--- config.mk ---
export PLATFORM = sky130hd
export DESIGN_NAME = three_wire_spi_master_radio_core
export DESIGN_NICKNAME = d
export VERILOG_FILES = /design/src/rtl/tsspi_pkg.sv /design/src/rtl/tsspi_step.sv /design/src/rtl/three_wire_spi_master_radio_core.sv
export SDC_FILE = /design/constraint.sdc
export NUM_CORES = 1
export LEC_CHECK = 0
export BUFFER_PORTS_ARGS = -buffer_cell sky130_fd_sc_hd__buf_4
export CAP_MARGIN = 20
export CORE_MARGIN = 1
export CORE_UTILIZATION = 30
export CTS_CLUSTER_DIAMETER = 50
export DETAILED_ROUTE_END_ITERATION = 8
export SLEW_MARGIN = 20
export SYNTH_ARGS = -nofsm -noshare
export SYNTH_HDL_FRONTEND = slang
export SYNTH_HIERARCHICAL = 1
export SYNTH_SLANG_ARGS = --single-unit
--- constraint.sdc ---
create_clock -name clk -period 3.9 [get_ports clk]
set_input_delay 0.975 -clock clk [delete_from_list [all_inputs] [get_ports clk]]
set_output_delay 0.975 -clock clk [all_outputs]
set_load 0.005 [all_outputs]
--- src/rtl/tsspi_pkg.sv ---
package tsspi_pkg;

    localparam int unsigned TAIL_W  = 4;
    localparam int unsigned BCNT_W  = 5;
    localparam int unsigned PHASE_W = 3;

    // Command codes carried in func.
    localparam logic [1:0] FUNC_TICK  = 2'd0;
    localparam logic [1:0] FUNC_WRITE = 2'd1;
    localparam logic [1:0] FUNC_READ  = 2'd2;
    localparam logic [1:0] FUNC_FIFO  = 2'd3;

    // Serial sequencer phases.
    localparam logic [PHASE_W-1:0] PH_IDLE    = 3'd0;
    localparam logic [PHASE_W-1:0] PH_TX_LOW  = 3'd1;
    localparam logic [PHASE_W-1:0] PH_TX_HIGH = 3'd2;
    localparam logic [PHASE_W-1:0] PH_RX_LOW  = 3'd3;
    localparam logic [PHASE_W-1:0] PH_RX_HIGH = 3'd4;
    localparam logic [PHASE_W-1:0] PH_TAIL    = 3'd5;

    localparam logic [7:0]        READ_CMD_BIT  = 8'h80;
    localparam logic [BCNT_W-1:0] WRITE_BITS    = 5'd16;
    localparam logic [BCNT_W-1:0] BYTE_BITS     = 5'd8;
    localparam logic [TAIL_W-1:0] TAIL_RESET    = 4'd7;

    // Configuration register indexes.
    localparam logic CFG_IDX_TAIL_DELAY = 1'b0;

    typedef struct packed {
        logic sck;
        logic sdio_out;
        logic sdio_drive;
        logic reg_select_n;
        logic fifo_select_n;
    } pins_t;

    localparam pins_t PINS_IDLE = '{sck: 1'b0, sdio_out: 1'b1, sdio_drive: 1'b1,
                                    reg_select_n: 1'b1, fifo_select_n: 1'b1};

    typedef struct packed {
        logic [PHASE_W-1:0] phase;
        logic [1:0]         op_kind;
        logic [BCNT_W-1:0]  bit_count;
        logic [15:0]        tx_shift;
        logic [7:0]         rx_shift;
        logic [TAIL_W-1:0]  delay_count;
        logic [7:0]         last_read;
    } seq_state_t;

    typedef struct packed {
        logic [1:0]  func;
        logic [15:0] write_word;
        logic [6:0]  reg_address;
        logic        sdo_bit;
    } item_t;

    typedef struct packed {
        pins_t       pins;
        logic [7:0]  read_data;
        logic        done_res;
        logic        busy_res;
        logic        rejected;
    } result_t;

endpackage

--- src/rtl/tsspi_step.sv ---
module tsspi_step
    import tsspi_pkg::*;
(
    input  seq_state_t        state,
    input  item_t             item,
    input  logic [TAIL_W-1:0] tail_delay,
    output seq_state_t        state_next,
    output result_t           result
);

    logic              idle;
    logic              rs;
    logic              fs;
    logic [BCNT_W-1:0] tx_bits;
    logic [BCNT_W-1:0] bc_inc;
    seq_state_t        st;

    // Phase codes above the tail phase behave as idle.
    assign idle = (state.phase == PH_IDLE) || (state.phase > PH_TAIL);

    always_comb
    begin
        st = state;
        if (idle)
        begin
            st.phase = PH_IDLE;
        end
        result.rejected = 1'b0;
        if (idle && (item.func != FUNC_TICK))
        begin
            st.op_kind     = item.func;
            st.bit_count   = '0;
            st.rx_shift    = '0;
            st.delay_count = '0;
            unique case (item.func)
                FUNC_WRITE:
                begin
                    st.tx_shift = item.write_word;
                    st.phase    = PH_TX_LOW;
                end
                FUNC_READ:
                begin
                    st.tx_shift = {READ_CMD_BIT | {1'b0, item.reg_address}, 8'h00};
                    st.phase    = PH_TX_LOW;
                end
                default:
                begin
                    st.tx_shift = '0;
                    st.phase    = PH_RX_LOW;
                end
            endcase
        end
        else if (!idle && (item.func != FUNC_TICK))
        begin
            result.rejected = 1'b1;
        end

        rs      = !((st.op_kind == FUNC_WRITE) || (st.op_kind == FUNC_READ));
        fs      = !(st.op_kind == FUNC_FIFO);
        tx_bits = (st.op_kind == FUNC_WRITE) ? WRITE_BITS : BYTE_BITS;
        bc_inc  = st.bit_count + 1'b1;

        state_next       = st;
        result.pins      = PINS_IDLE;
        result.done_res  = 1'b0;
        result.busy_res  = 1'b1;

        unique case (st.phase)
            PH_TX_LOW:
            begin
                result.pins = '{sck: 1'b0, sdio_out: st.tx_shift[15], sdio_drive: 1'b1,
                                reg_select_n: rs, fifo_select_n: fs};
                state_next.phase = PH_TX_HIGH;
            end
            PH_TX_HIGH:
            begin
                result.pins = '{sck: 1'b1, sdio_out: st.tx_shift[15], sdio_drive: 1'b1,
                                reg_select_n: rs, fifo_select_n: fs};
                state_next.tx_shift = {st.tx_shift[14:0], 1'b0};
                if (bc_inc >= tx_bits)
                begin
                    state_next.bit_count = '0;
                    if (st.op_kind == FUNC_WRITE)
                    begin
                        state_next.phase       = PH_TAIL;
                        state_next.delay_count = '0;
                    end
                    else
                    begin
                        state_next.phase = PH_RX_LOW;
                    end
                end
                else
                begin
                    state_next.bit_count = bc_inc;
                    state_next.phase     = PH_TX_LOW;
                end
            end
            PH_RX_LOW:
            begin
                result.pins = '{sck: 1'b0, sdio_out: 1'b1, sdio_drive: 1'b0,
                                reg_select_n: rs, fifo_select_n: fs};
                state_next.phase = PH_RX_HIGH;
            end
            PH_RX_HIGH:
            begin
                result.pins = '{sck: 1'b1, sdio_out: 1'b1, sdio_drive: 1'b0,
                                reg_select_n: rs, fifo_select_n: fs};
                state_next.rx_shift = {st.rx_shift[6:0], item.sdo_bit};
                if (bc_inc >= BYTE_BITS)
                begin
                    state_next.bit_count   = '0;
                    state_next.phase       = PH_TAIL;
                    state_next.delay_count = '0;
                end
                else
                begin
                    state_next.bit_count = bc_inc;
                    state_next.phase     = PH_RX_LOW;
                end
            end
            PH_TAIL:
            begin
                if (st.delay_count >= tail_delay)
                begin
                    if ((st.op_kind == FUNC_READ) || (st.op_kind == FUNC_FIFO))
                    begin
                        state_next.last_read = st.rx_shift;
                    end
                    result.done_res        = 1'b1;
                    result.busy_res        = 1'b0;
                    state_next.phase       = PH_IDLE;
                    state_next.delay_count = '0;
                end
                else
                begin
                    result.pins = '{sck: 1'b0, sdio_out: 1'b1,
                                    sdio_drive: (st.op_kind != FUNC_FIFO),
                                    reg_select_n: rs, fifo_select_n: fs};
                    state_next.delay_count = st.delay_count + 1'b1;
                end
            end
            default:
            begin
                result.busy_res = 1'b0;
            end
        endcase

        result.read_data = state_next.last_read;
    end

endmodule

--- src/rtl/three_wire_spi_master_radio_core.sv ---
// An accepted item is held in the input register, and its result in the result register.
// Throughput: one item per cycle while results are taken; the input register
// and the result register let a new item enter while a finished result still
// waits to be taken. Each item yields exactly one result, computed in one pass.
// Reset (rst_n low, asynchronous) empties both registers, returns the sequencer
// to idle and sets tail_delay to 7; the pin outputs are not reset.
module three_wire_spi_master_radio_core
    import tsspi_pkg::*;
(
    input  logic        clk,
    input  logic        rst_n,

    input  logic        psel,
    input  logic        penable,
    input  logic        pwrite,
    input  logic [2:0]  paddr,
    input  logic [31:0] pwdata,
    output logic [31:0] prdata,
    output logic        pready,

    input  logic        item_valid,
    output logic        item_ready,
    input  logic [1:0]  func,
    input  logic [15:0] write_word,
    input  logic [6:0]  reg_address,
    input  logic        sdo_bit,

    output logic        result_valid,
    input  logic        result_ready,
    output logic        sck,
    output logic        sdio_out,
    output logic        sdio_drive,
    output logic        reg_select_n,
    output logic        fifo_select_n,
    output logic [7:0]  read_data,
    output logic        done_res,
    output logic        busy_res,
    output logic        rejected
);

    logic [TAIL_W-1:0] tail_delay_reg;
    logic              item_valid_reg;
    item_t             item_reg;
    logic              result_valid_reg;
    result_t           result_reg;
    seq_state_t        state_reg;
    seq_state_t        state_next;
    result_t           result_next;
    logic              out_free;
    logic              advance;
    logic              cfg_hit;

    assign pready  = 1'b1;
    assign cfg_hit = (paddr[2] == CFG_IDX_TAIL_DELAY);
    assign prdata  = cfg_hit ? {{(32 - TAIL_W){1'b0}}, tail_delay_reg} : 32'd0;

    always_ff @(posedge clk or negedge rst_n)
    begin
        if (!rst_n)
        begin
            tail_delay_reg <= TAIL_RESET;
        end
        else if (psel && penable && pwrite && cfg_hit)
        begin
            tail_delay_reg <= pwdata[TAIL_W-1:0];
        end
    end

    assign out_free   = !result_valid_reg || result_ready;
    assign advance    = item_valid_reg && out_free;
    assign item_ready = !item_valid_reg || out_free;

    always_ff @(posedge clk or negedge rst_n)
    begin
        if (!rst_n)
        begin
            item_valid_reg <= 1'b0;
        end
        else if (item_ready)
        begin
            item_valid_reg <= item_valid;
        end
    end

    always_ff @(posedge clk)
    begin
        if (item_ready && item_valid)
        begin
            item_reg <= '{func: func, write_word: write_word,
                          reg_address: reg_address, sdo_bit: sdo_bit};
        end
    end

    tsspi_step u_step (
        .state      (state_reg),
        .item       (item_reg),
        .tail_delay (tail_delay_reg),
        .state_next (state_next),
        .result     (result_next)
    );

    always_ff @(posedge clk or negedge rst_n)
    begin
        if (!rst_n)
        begin
            state_reg        <= '0;
            result_valid_reg <= 1'b0;
        end
        else
        begin
            if (advance)
            begin
                state_reg <= state_next;
            end
            if (out_free)
            begin
                result_valid_reg <= item_valid_reg;
            end
        end
    end

    always_ff @(posedge clk)
    begin
        if (advance)
        begin
            result_reg <= result_next;
        end
    end

    assign result_valid  = result_valid_reg;
    assign sck           = result_reg.pins.sck;
    assign sdio_out      = result_reg.pins.sdio_out;
    assign sdio_drive    = result_reg.pins.sdio_drive;
    assign reg_select_n  = result_reg.pins.reg_select_n;
    assign fifo_select_n = result_reg.pins.fifo_select_n;
    assign read_data     = result_reg.read_data;
    assign done_res      = result_reg.done_res;
    assign busy_res      = result_reg.busy_res;
    assign rejected      = result_reg.rejected;

endmodule

== Word level (Yosys, flattened, before mapping) ==
Index checks and enable logic that the tools add are counted.

* Output and inout bits: 51
* Register bits: 94
* Logic and storage cells: 91
* Input bits: 68

* Bitwise logic cells: 1
* $lt $le $gt $ge: 4
* Muxes and demuxes: 29
* Reduce and logical (&&, ||, !) cells: 21
* Eq/ne operators: 11
* Add/subtract/negate cells: 2

{| class="wikitable"
|+ Operator list
! cell !! number
|-
| $mux 38 || 1
|-
| $mux 8 || 4
|-
| $pmux 16 s2 || 1
|-
| $pmux 5 s5 || 1
|-
| $mux 4 || 5
|-
| $mux 3 || 6
|-
| $mux 16 || 1
|-
| $mux 5 || 3
|-
| $pmux 3 s5 || 1
|-
| $pmux 4 s3 || 1
|-
| $pmux 5 s2 || 1
|-
| $logic_and 1x1->1 || 7
|-
| $eq 2x2->1 const B || 3
|-
| $eq 3x2->1 const B || 2
|-
| $eq 3x3->1 const B || 2
|-
| $add 5x1->5 const B || 1
|-
| $ge 5x4->1 const B || 1
|-
| $ge 5x5->1 || 1
|-
| $logic_not 1->1 || 5
|-
| $logic_or 1x1->1 || 5
|-
| $add 4x1->4 const B || 1
|-
| $eq 2x1->1 const B || 2
|-
| $ge 4x4->1 || 1
|-
| $mux 2 || 2
|-
| 10 further kinds || 10
|}

== Logic depth before layout (Yosys ltp) ==
Gate-level depths: netlist of run 1.

* Word-level depth: 9
* Gate-level depth with buffers: 15
* Gate-level depth less buffers: 14

== By module ==
The synthesis of run 1 kept the hierarchy.

{| class="wikitable"
|+ Modules (own cells, without submodules)
! module !! seq. area each (um2) !! area an instance (um2) !! cells each !! instances
|-
| three_wire_spi_master_radio_core || 2566.2 || 3588.4 || 192 || 1
|-
| tsspi_step || 0.0 || 1664.1 || 253 || 1
|}

== Worst setup path before layout of run 1 ==
Ideal clock, no wire load.

* Kind: register to register
* Start: register state_reg[45] (netlist name)
* End: register state_reg[10] (netlist name)
* Setup time: 0.125 ns
* Required time: 3.775 ns
* Path slack: 0.545 ns
* Cell stages (with the launch flop): 14
* Period minus slack after synthesis: 3.355 ns
* Arrival: 3.230 ns
* Buffers on the path: 1
* Cells stage by stage: dfrtp_1 > or3_4 > a21o_1 > clkbuf_1 > o21ai_0 > ha_1 > inv_1 > ha_1 > nor2b_1 > a2111oi_4 > a211o_1 > o21bai_1 > a21o_1 > mux2_2

{| class="wikitable"
|+ RTL lines
! element !! line !! text
|-
| start: declaration || three_wire_spi_master_radio_core.sv:46 || <nowiki>seq_state_t state_reg;</nowiki>
|-
| start signal: assignment || three_wire_spi_master_radio_core.sv:113 || <nowiki>state_reg <= state_next;</nowiki>
|}

==> impl_metrics.csv, run 1 <==
group,metric,value,unit
floorplanning,die_area,0.0180,mm2
yosys,syn_area,0.00525,mm2
global_route,grt_start_max_net_pins,53,
final_layout,drive_above_1_share,32.2,%
critical_path,cp.arrival,3710,ps
timing,final_hold_viol_count,0,
final_layout,multi_input_area,0.00235,mm2
final_layout,register_area,0.00257,mm2
timing,slew_headroom,50.8,%
timing,timing.hold.ws,510,ps
timing,setup_viol,0,
final_layout,mostFrequentLayoutCells,"buf_4 (70), dfrtp_1 (49), edfxtp_1 (42)",
global_route,antenna_found_initial,0,
floorplanning,start_util,30.6,%
global_route,use_met3,4.08,%
critical_path,crit_path_end_kind,"flip-flop",
timing,fin_skew,9.52,ps
yosys,synthesis.instances,445,
cts,cts.reportedPaths.clkPinSlew,70,ps
global_route,grt-ovfl-total,0,
critical_path,path_cells,"inv_1, ha_1, a21o_1, nand2_1, ha_1, nand2b_1, a2111oi_2, nor4_4, nand2_4, mux2_4, mux2_2",
pwr,p_per_area,609,mW/mm2
yosys,synth.top_cell.area_share,24.0,%
timing,tightest_slew,736,ps
critical_path,crit_slowest_cell,"a2111oi_2",
global_route,grt_pass1_vias,3289,
critical_path,path_common_cell,"ha_1",
cts,htree_num_levels,3,
cts,clock_sinks,94,
yosys,synth_area_leaders,"edfxtp_1 (24%), dfrtp_1 (23%), mux2_4 (8.6%)",
cts,post_cts_buffers,0,
route,drt_iter0_markers,140,
global_route,grt_usage,11.6,%
floorplanning,fp-row-count,48,
critical_path,critPathMaxStageDelay,580,ps
timing,post-route-min-period,3470,ps
critical_path,required,4140,ps
floorplanning,io_pins,119,
route,wl_per_cell,13.5,um
critical_path,start_kind,"flip-flop",
outcome,status,"finished, final reports clean",
route,drt_pass1_iterations,4,
placed_design,place_ws,443,ps
yosys,synth-seq-cells,94,
placed_design,place_area,0.00577,mm2
yosys,yosysSeqAreaShare,48.9,%
timing,period_share,88.9,%
route,drt-total-wl,9.77,mm
final_layout,insertedDiodeCount,0,
placed_design,place_hpwl,6.87,mm
yosys,yosysWarnings,6,
yosys,syn_avg_cell_area,11.8,um2
pwr,irDropWorstVdd,0.000322,V
timing,finalSetupTns,0,ps
final_layout,final_common_cell,"buf_4",
final_layout,syn2layout_area_growth,15.1,%
route,drc,0,
final_layout,nets,575,
timing,setup_slack,431,ps
yosys,synth_edf_count,42,
timing,fmax,288,MHz
cts,clockBufferDepth,2,
timing,slew_violations,0,
critical_path,path_class,"flip-flop to flip-flop",
run,maxCapViolations,0,
floorplanning,core_region_area,0.0172,mm2
final_layout,fillers,1742,
critical_path,critPathMaxFanout,10,
global_route,grt_pass1_wl,16.3,mm
placed_design,io_buffers,59,
final_layout,largest_reg_flops,46,
placed_design,place_congestion,0.765,
floorplanning,die_h,134,um
route,routed-via-count,3380,
hold_path,hp-class,"flip-flop to flip-flop",
pwr,p_leak,2.72,nW
route,antenna_left,0,
cts,cts_hold_buf,0,
global_route,busiest_layer,"met2",
final_layout,fin_area,0.00605,mm2
cts,cts_resized,0,
cts,clkLatencyLatePin,360,ps
yosys,dominantRegCellSynth,"dfrtp_1",
timing,grt_setup_unrepaired,"false",
cts,cts_tree,"yes",
yosys,synth_cell_types,59,
cts,root_buffer,"clkbuf_16",
route,viasPerCell,4.66,
final_layout,layout.cells.non_filler,725,
floorplanning,die_w,134,um
global_route,met1_usage,15.0,%
yosys,async_flop_share,55.3,%
yosys,synth_top_area_cell,"edfxtp_1",
placed_design,place_inst,709,
global_route,grtUsageMet2,18.4,%
cts,cts_made_buffers,9,
==> cells by family (layout without fill, tap and decap cells) <==
kind of cell,after synthesis,in the layout,synth area share [%]
adder cells (fa/ha/maj),12,12,2.86
other,2,29,0.143
AND/OR/NAND/NOR,119,119,12.6
XOR/XNOR,3,3,0.500
multiplexers,59,59,14.6
AO/OA/AOI/OAI,87,87,12.1
flip-flops,94,94,48.9
buffers and inverters,69,97,8.31
==> power by group <==
group          total [mW]  switching, mW  leakage, nW  internal (mW)
Sequential           1.37          0.115         1.08           1.25
Clock               0.824          0.387        0.135          0.437
Combinational        1.49          0.791         1.50          0.699
==> worst paths after layout <==
kind	from	endpoint	slack [ps]	cells after the start
min in group asynchronous	rst_n	state_reg[17]	660	1
max in group asynchronous	rst_n	state_reg[26]	2790	1
hold / removal	state_reg[5]	state_reg[5]	510	1
hold reg to reg	state_reg[5]	state_reg[5]	510	1
setup / recovery	item_reg[25]	state_reg[0]	430	11
setup reg to reg	item_reg[25]	state_reg[0]	430	11
==> per-stage QoR <==
| stage | power (mW) | util [%] |
|---|---|---|
| final | 3.68 | 35.2 |
| after global routing | 3.94 | 35.2 |
| after CTS | 3.73 | 35.2 |
| after detailed placement | 2.88 | 33.6 |
| after global placement | 2.84 | 33.6 |
| after floorplan | 2.48 | - |
==> Yosys cell counts (3+ instances only) <==
master / count
dfrtp_1: 49
a21oi_1: 24
ha_1: 12
nand2b_1: 6
nor2_1: 17
o21ai_0: 14
a22o_1: 10
and2_1: 9
a21bo_2: 7
mux2_2: 22
dfstp_2: 3
mux2_4: 30
and3_1: 16
nand3_1: 12
buf_2: 4
a31oi_1: 7
nor2b_1: 8
buf_4: 38
o31ai_1: 3
clkbuf_1: 11
mux2i_1: 7
nand2_1: 28
edfxtp_1: 42
inv_1: 11
nand4_1: 7
buf_6: 4
a22oi_1: 3
==> layer usage <==
layer / vias up / routed length [um]
met1: 1613 / 4640
met4: 0 / 77
met3: 7 / 584
met5: - / 0
met2: 102 / 4470
li1: 1658 / -
==> layout make-up <==
| type | instances | area share (%) |
|---|---|---|
| sequential | 94 | 42.4 |
| multi-input combinational | 309 | 38.9 |
| timing repair buffer | 70 | 8.69 |
| tap | 225 | 4.66 |
| clock buffer | 10 | 3.79 |
| clock inverter | 6 | 0.786 |
| inverter | 11 | 0.683 |
==> critical path, delay by kind of cell, from the launching register on <==
family	cells	cell delay (ps)
buffers and inverters	1	130
multiplexers	2	580
AND/OR/NAND/NOR	4	680
adder cells (fa/ha/maj)	2	640
AO/OA/AOI/OAI	2	880
flip-flops	1	460
Power figures use the tool's default switching activity.
==> run 2: changes to the inputs <==
==> constraint.sdc (replaced) <==
create_clock -name clk -period 3.9 [get_ports clk]
set_input_delay 0.195 -clock clk [delete_from_list [all_inputs] [get_ports clk]]
set_output_delay 0.195 -clock clk [all_outputs]
set_load 0.005 [all_outputs]
==> run 2 against run 1 <==
Flip-flop and latch count stayed put. Register-to-register slack hardly changed. Cell area is 1.3% higher. Worst setup slack worse by 15 ps. Hold slack worse by 490 ps. Clock power is 14% higher. Fmax is 0.42% lower. Cell count is 0.55% higher. Sequential share of layout area is 0.56 points lower. Critical endpoint unchanged.
==> impl_metrics.csv, run 2 (same netlist as run 1, synthesis figures left out) <==
group,metric,value,unit
route,antenna_left,0,
route,routed-wl-met3,524,um
critical_path,path_common_cell,"ha_1",
cts,cts.reportedPaths.clkPinSlew,60,ps
route,wl_met1,4.76,mm
route,drt_pass1_iterations,4,
critical_path,path_buf_inv,1,
timing,slew_violations,0,
final_layout,final_common_cell,"buf_4",
global_route,antenna_found_initial,0,
hold_path,worstHoldStart,"write_word[10]",
timing,period_share,89.3,%
final_layout,insertedDiodeCount,0,
cts,cts_resized,0,
critical_path,critPathMaxFanout,10,
timing,fmax,287,MHz
floorplanning,fp-row-count,48,
hold_path,holdPathStages,1,
cts,clkLatencyLatePin,350,ps
cts,cts_made_buffers,9,
final_layout,nets,579,
outcome,status,"finished, final reports clean",
route,routed-via-count,3461,
route,drt_iter0_markers,130,
route,drc,0,
critical_path,r2r-start,"item_reg[25]",
placed_design,io_buffers,59,
floorplanning,core_region_area,0.0172,mm2
floorplanning,die_w,134,um
route,wl_per_cell,13.7,um
timing,setup_slack,417,ps
placed_design,place_hpwl,6.95,mm
route,top_layer,"met4",
critical_path,start_kind,"flip-flop",
critical_path,r2r_slack,420,ps
timing,tightest_slew,744,ps
timing,setup_viol,0,
placed_design,place_congestion,0.796,
timing,timing.hold.ws,18.3,ps
timing,final_hold_viol_count,0,
final_layout,drive_above_1_share,31.9,%
global_route,grt_pass1_wl,16.3,mm
critical_path,required,4130,ps
final_layout,syn2layout_area_growth,16.7,%
timing,slew_headroom,50.2,%
global_route,grt_pass1_vias,3287,
critical_path,r2r-end,"state_reg[0]",
final_layout,largest_reg_flops,46,
cts,cts_tree,"yes",
floorplanning,die_h,134,um
floorplanning,die_area,0.0180,mm2
cts,post_cts_buffers,0,
cts,clock_sinks,94,
final_layout,fillers,1715,
placed_design,place_ws,427,ps
timing,fin_skew,4.92,ps
placed_design,place_area,0.00576,mm2
critical_path,crit_path_end_kind,"flip-flop",
cts,root_buffer,"clkbuf_16",
critical_path,crit_slowest_cell,"a2111oi_2",
hold_path,min_to,"item_reg[18]",
pwr,p_per_area,622,mW/mm2
global_route,grt_usage,11.5,%
route,dr_wl_met2,4.60,mm
final_layout,mostFrequentLayoutCells,"buf_4 (69), dfrtp_1 (49), edfxtp_1 (42)",
pwr,p_leak,2.75,nW
cts,htree_num_levels,3,
final_layout,final_core_util,35.7,%
critical_path,cpLargestDelayFamily,"compound AO/OA/AOI/OAI gates",
floorplanning,io_pins,119,
cts,cts_hold_buf,1,
run,maxCapViolations,0,
final_layout,fin_area,0.00613,mm2
cts,clockBufferDepth,2,
global_route,grt_start_max_net_pins,53,
pwr,irDropWorstVdd,0.000304,V
floorplanning,start_util,30.6,%
global_route,grt-ovfl-total,0,
timing,grt_setup_unrepaired,"false",
route,drt-total-wl,9.99,mm
critical_path,path_cells,"inv_1, ha_1, a21o_1, nand2_1, ha_1, nand2b_1, a2111oi_2, nor4_4, nand2_4, mux2_4, mux2_2",
critical_path,cp.arrival,3720,ps
timing,post-route-min-period,3480,ps
critical_path,critPathMaxStageDelay,570,ps
hold_path,hp-class,"input port to flip-flop",
critical_path,path_class,"flip-flop to flip-flop",
critical_path,reg2regPathDepth,11,
timing,finalSetupTns,0,ps
route,viasPerCell,4.75,
==> run 2: report_power, final <==
group          internal [mW]  switching [mW]  total (mW)
combinational          0.703           0.809        1.51
clock                  0.561           0.378       0.939
sequential              1.25           0.110        1.36
==> run 2: worst reg2reg max path: stages (launching register included) <==
cell	delay, ps
edfxtp_1	450
inv_1	140
ha_1	340
a21o_1	330
nand2_1	190
ha_1	290
nand2b_1	150
a2111oi_2	570
nor4_4	170
nand2_4	170
mux2_4	320
mux2_2	260
==> run 2: worst max-delay path by stage <==
| stage | from | end | slack [ps] | cells past startpoint |
|---|---|---|---|---|
| 3_5_place_dp | item_reg[25] | state_reg[0] | 430 | 11 |
| 3_3_place_gp | item_reg[25] | state_reg[0] | 500 | 11 |
| 4_1_cts | item_reg[25] | state_reg[0] | 410 | 11 |
| 2_1_floorplan | state_reg[45] | state_reg[10] | 550 | 13 |
| 6_report | item_reg[25] | state_reg[0] | 420 | 11 |
| 5_1_grt | item_reg[25] | state_reg[0] | 230 | 11 |
==> run 2: final cells by class <==
type	count	area [um2]	area share, %
clock buffer	10	229	3.74
clock inverter	6	86.3	1.41
inverter	11	41.3	0.674
multi-input combinational	309	2350	38.4
sequential	94	2570	41.9
tap	225	282	4.59
timing repair buffer	74	568	9.27
==> run 2: metrics by stage <==
stage	std cells	power [mW]
2_1_floorplan	472	2.48
3_3_place_gp	708	2.84
3_5_place_dp	708	2.88
4_1_cts	725	3.84
5_1_grt	729	4.05
6_report	729	3.81
==> run 2: per-layer routing <==
metal	GRT usage, %	vias to the layer above
met5	0	-
met4	3.37	0
met3	3.55	9
met2	18.4	105
met1	14.9	1689
li1	-	1658
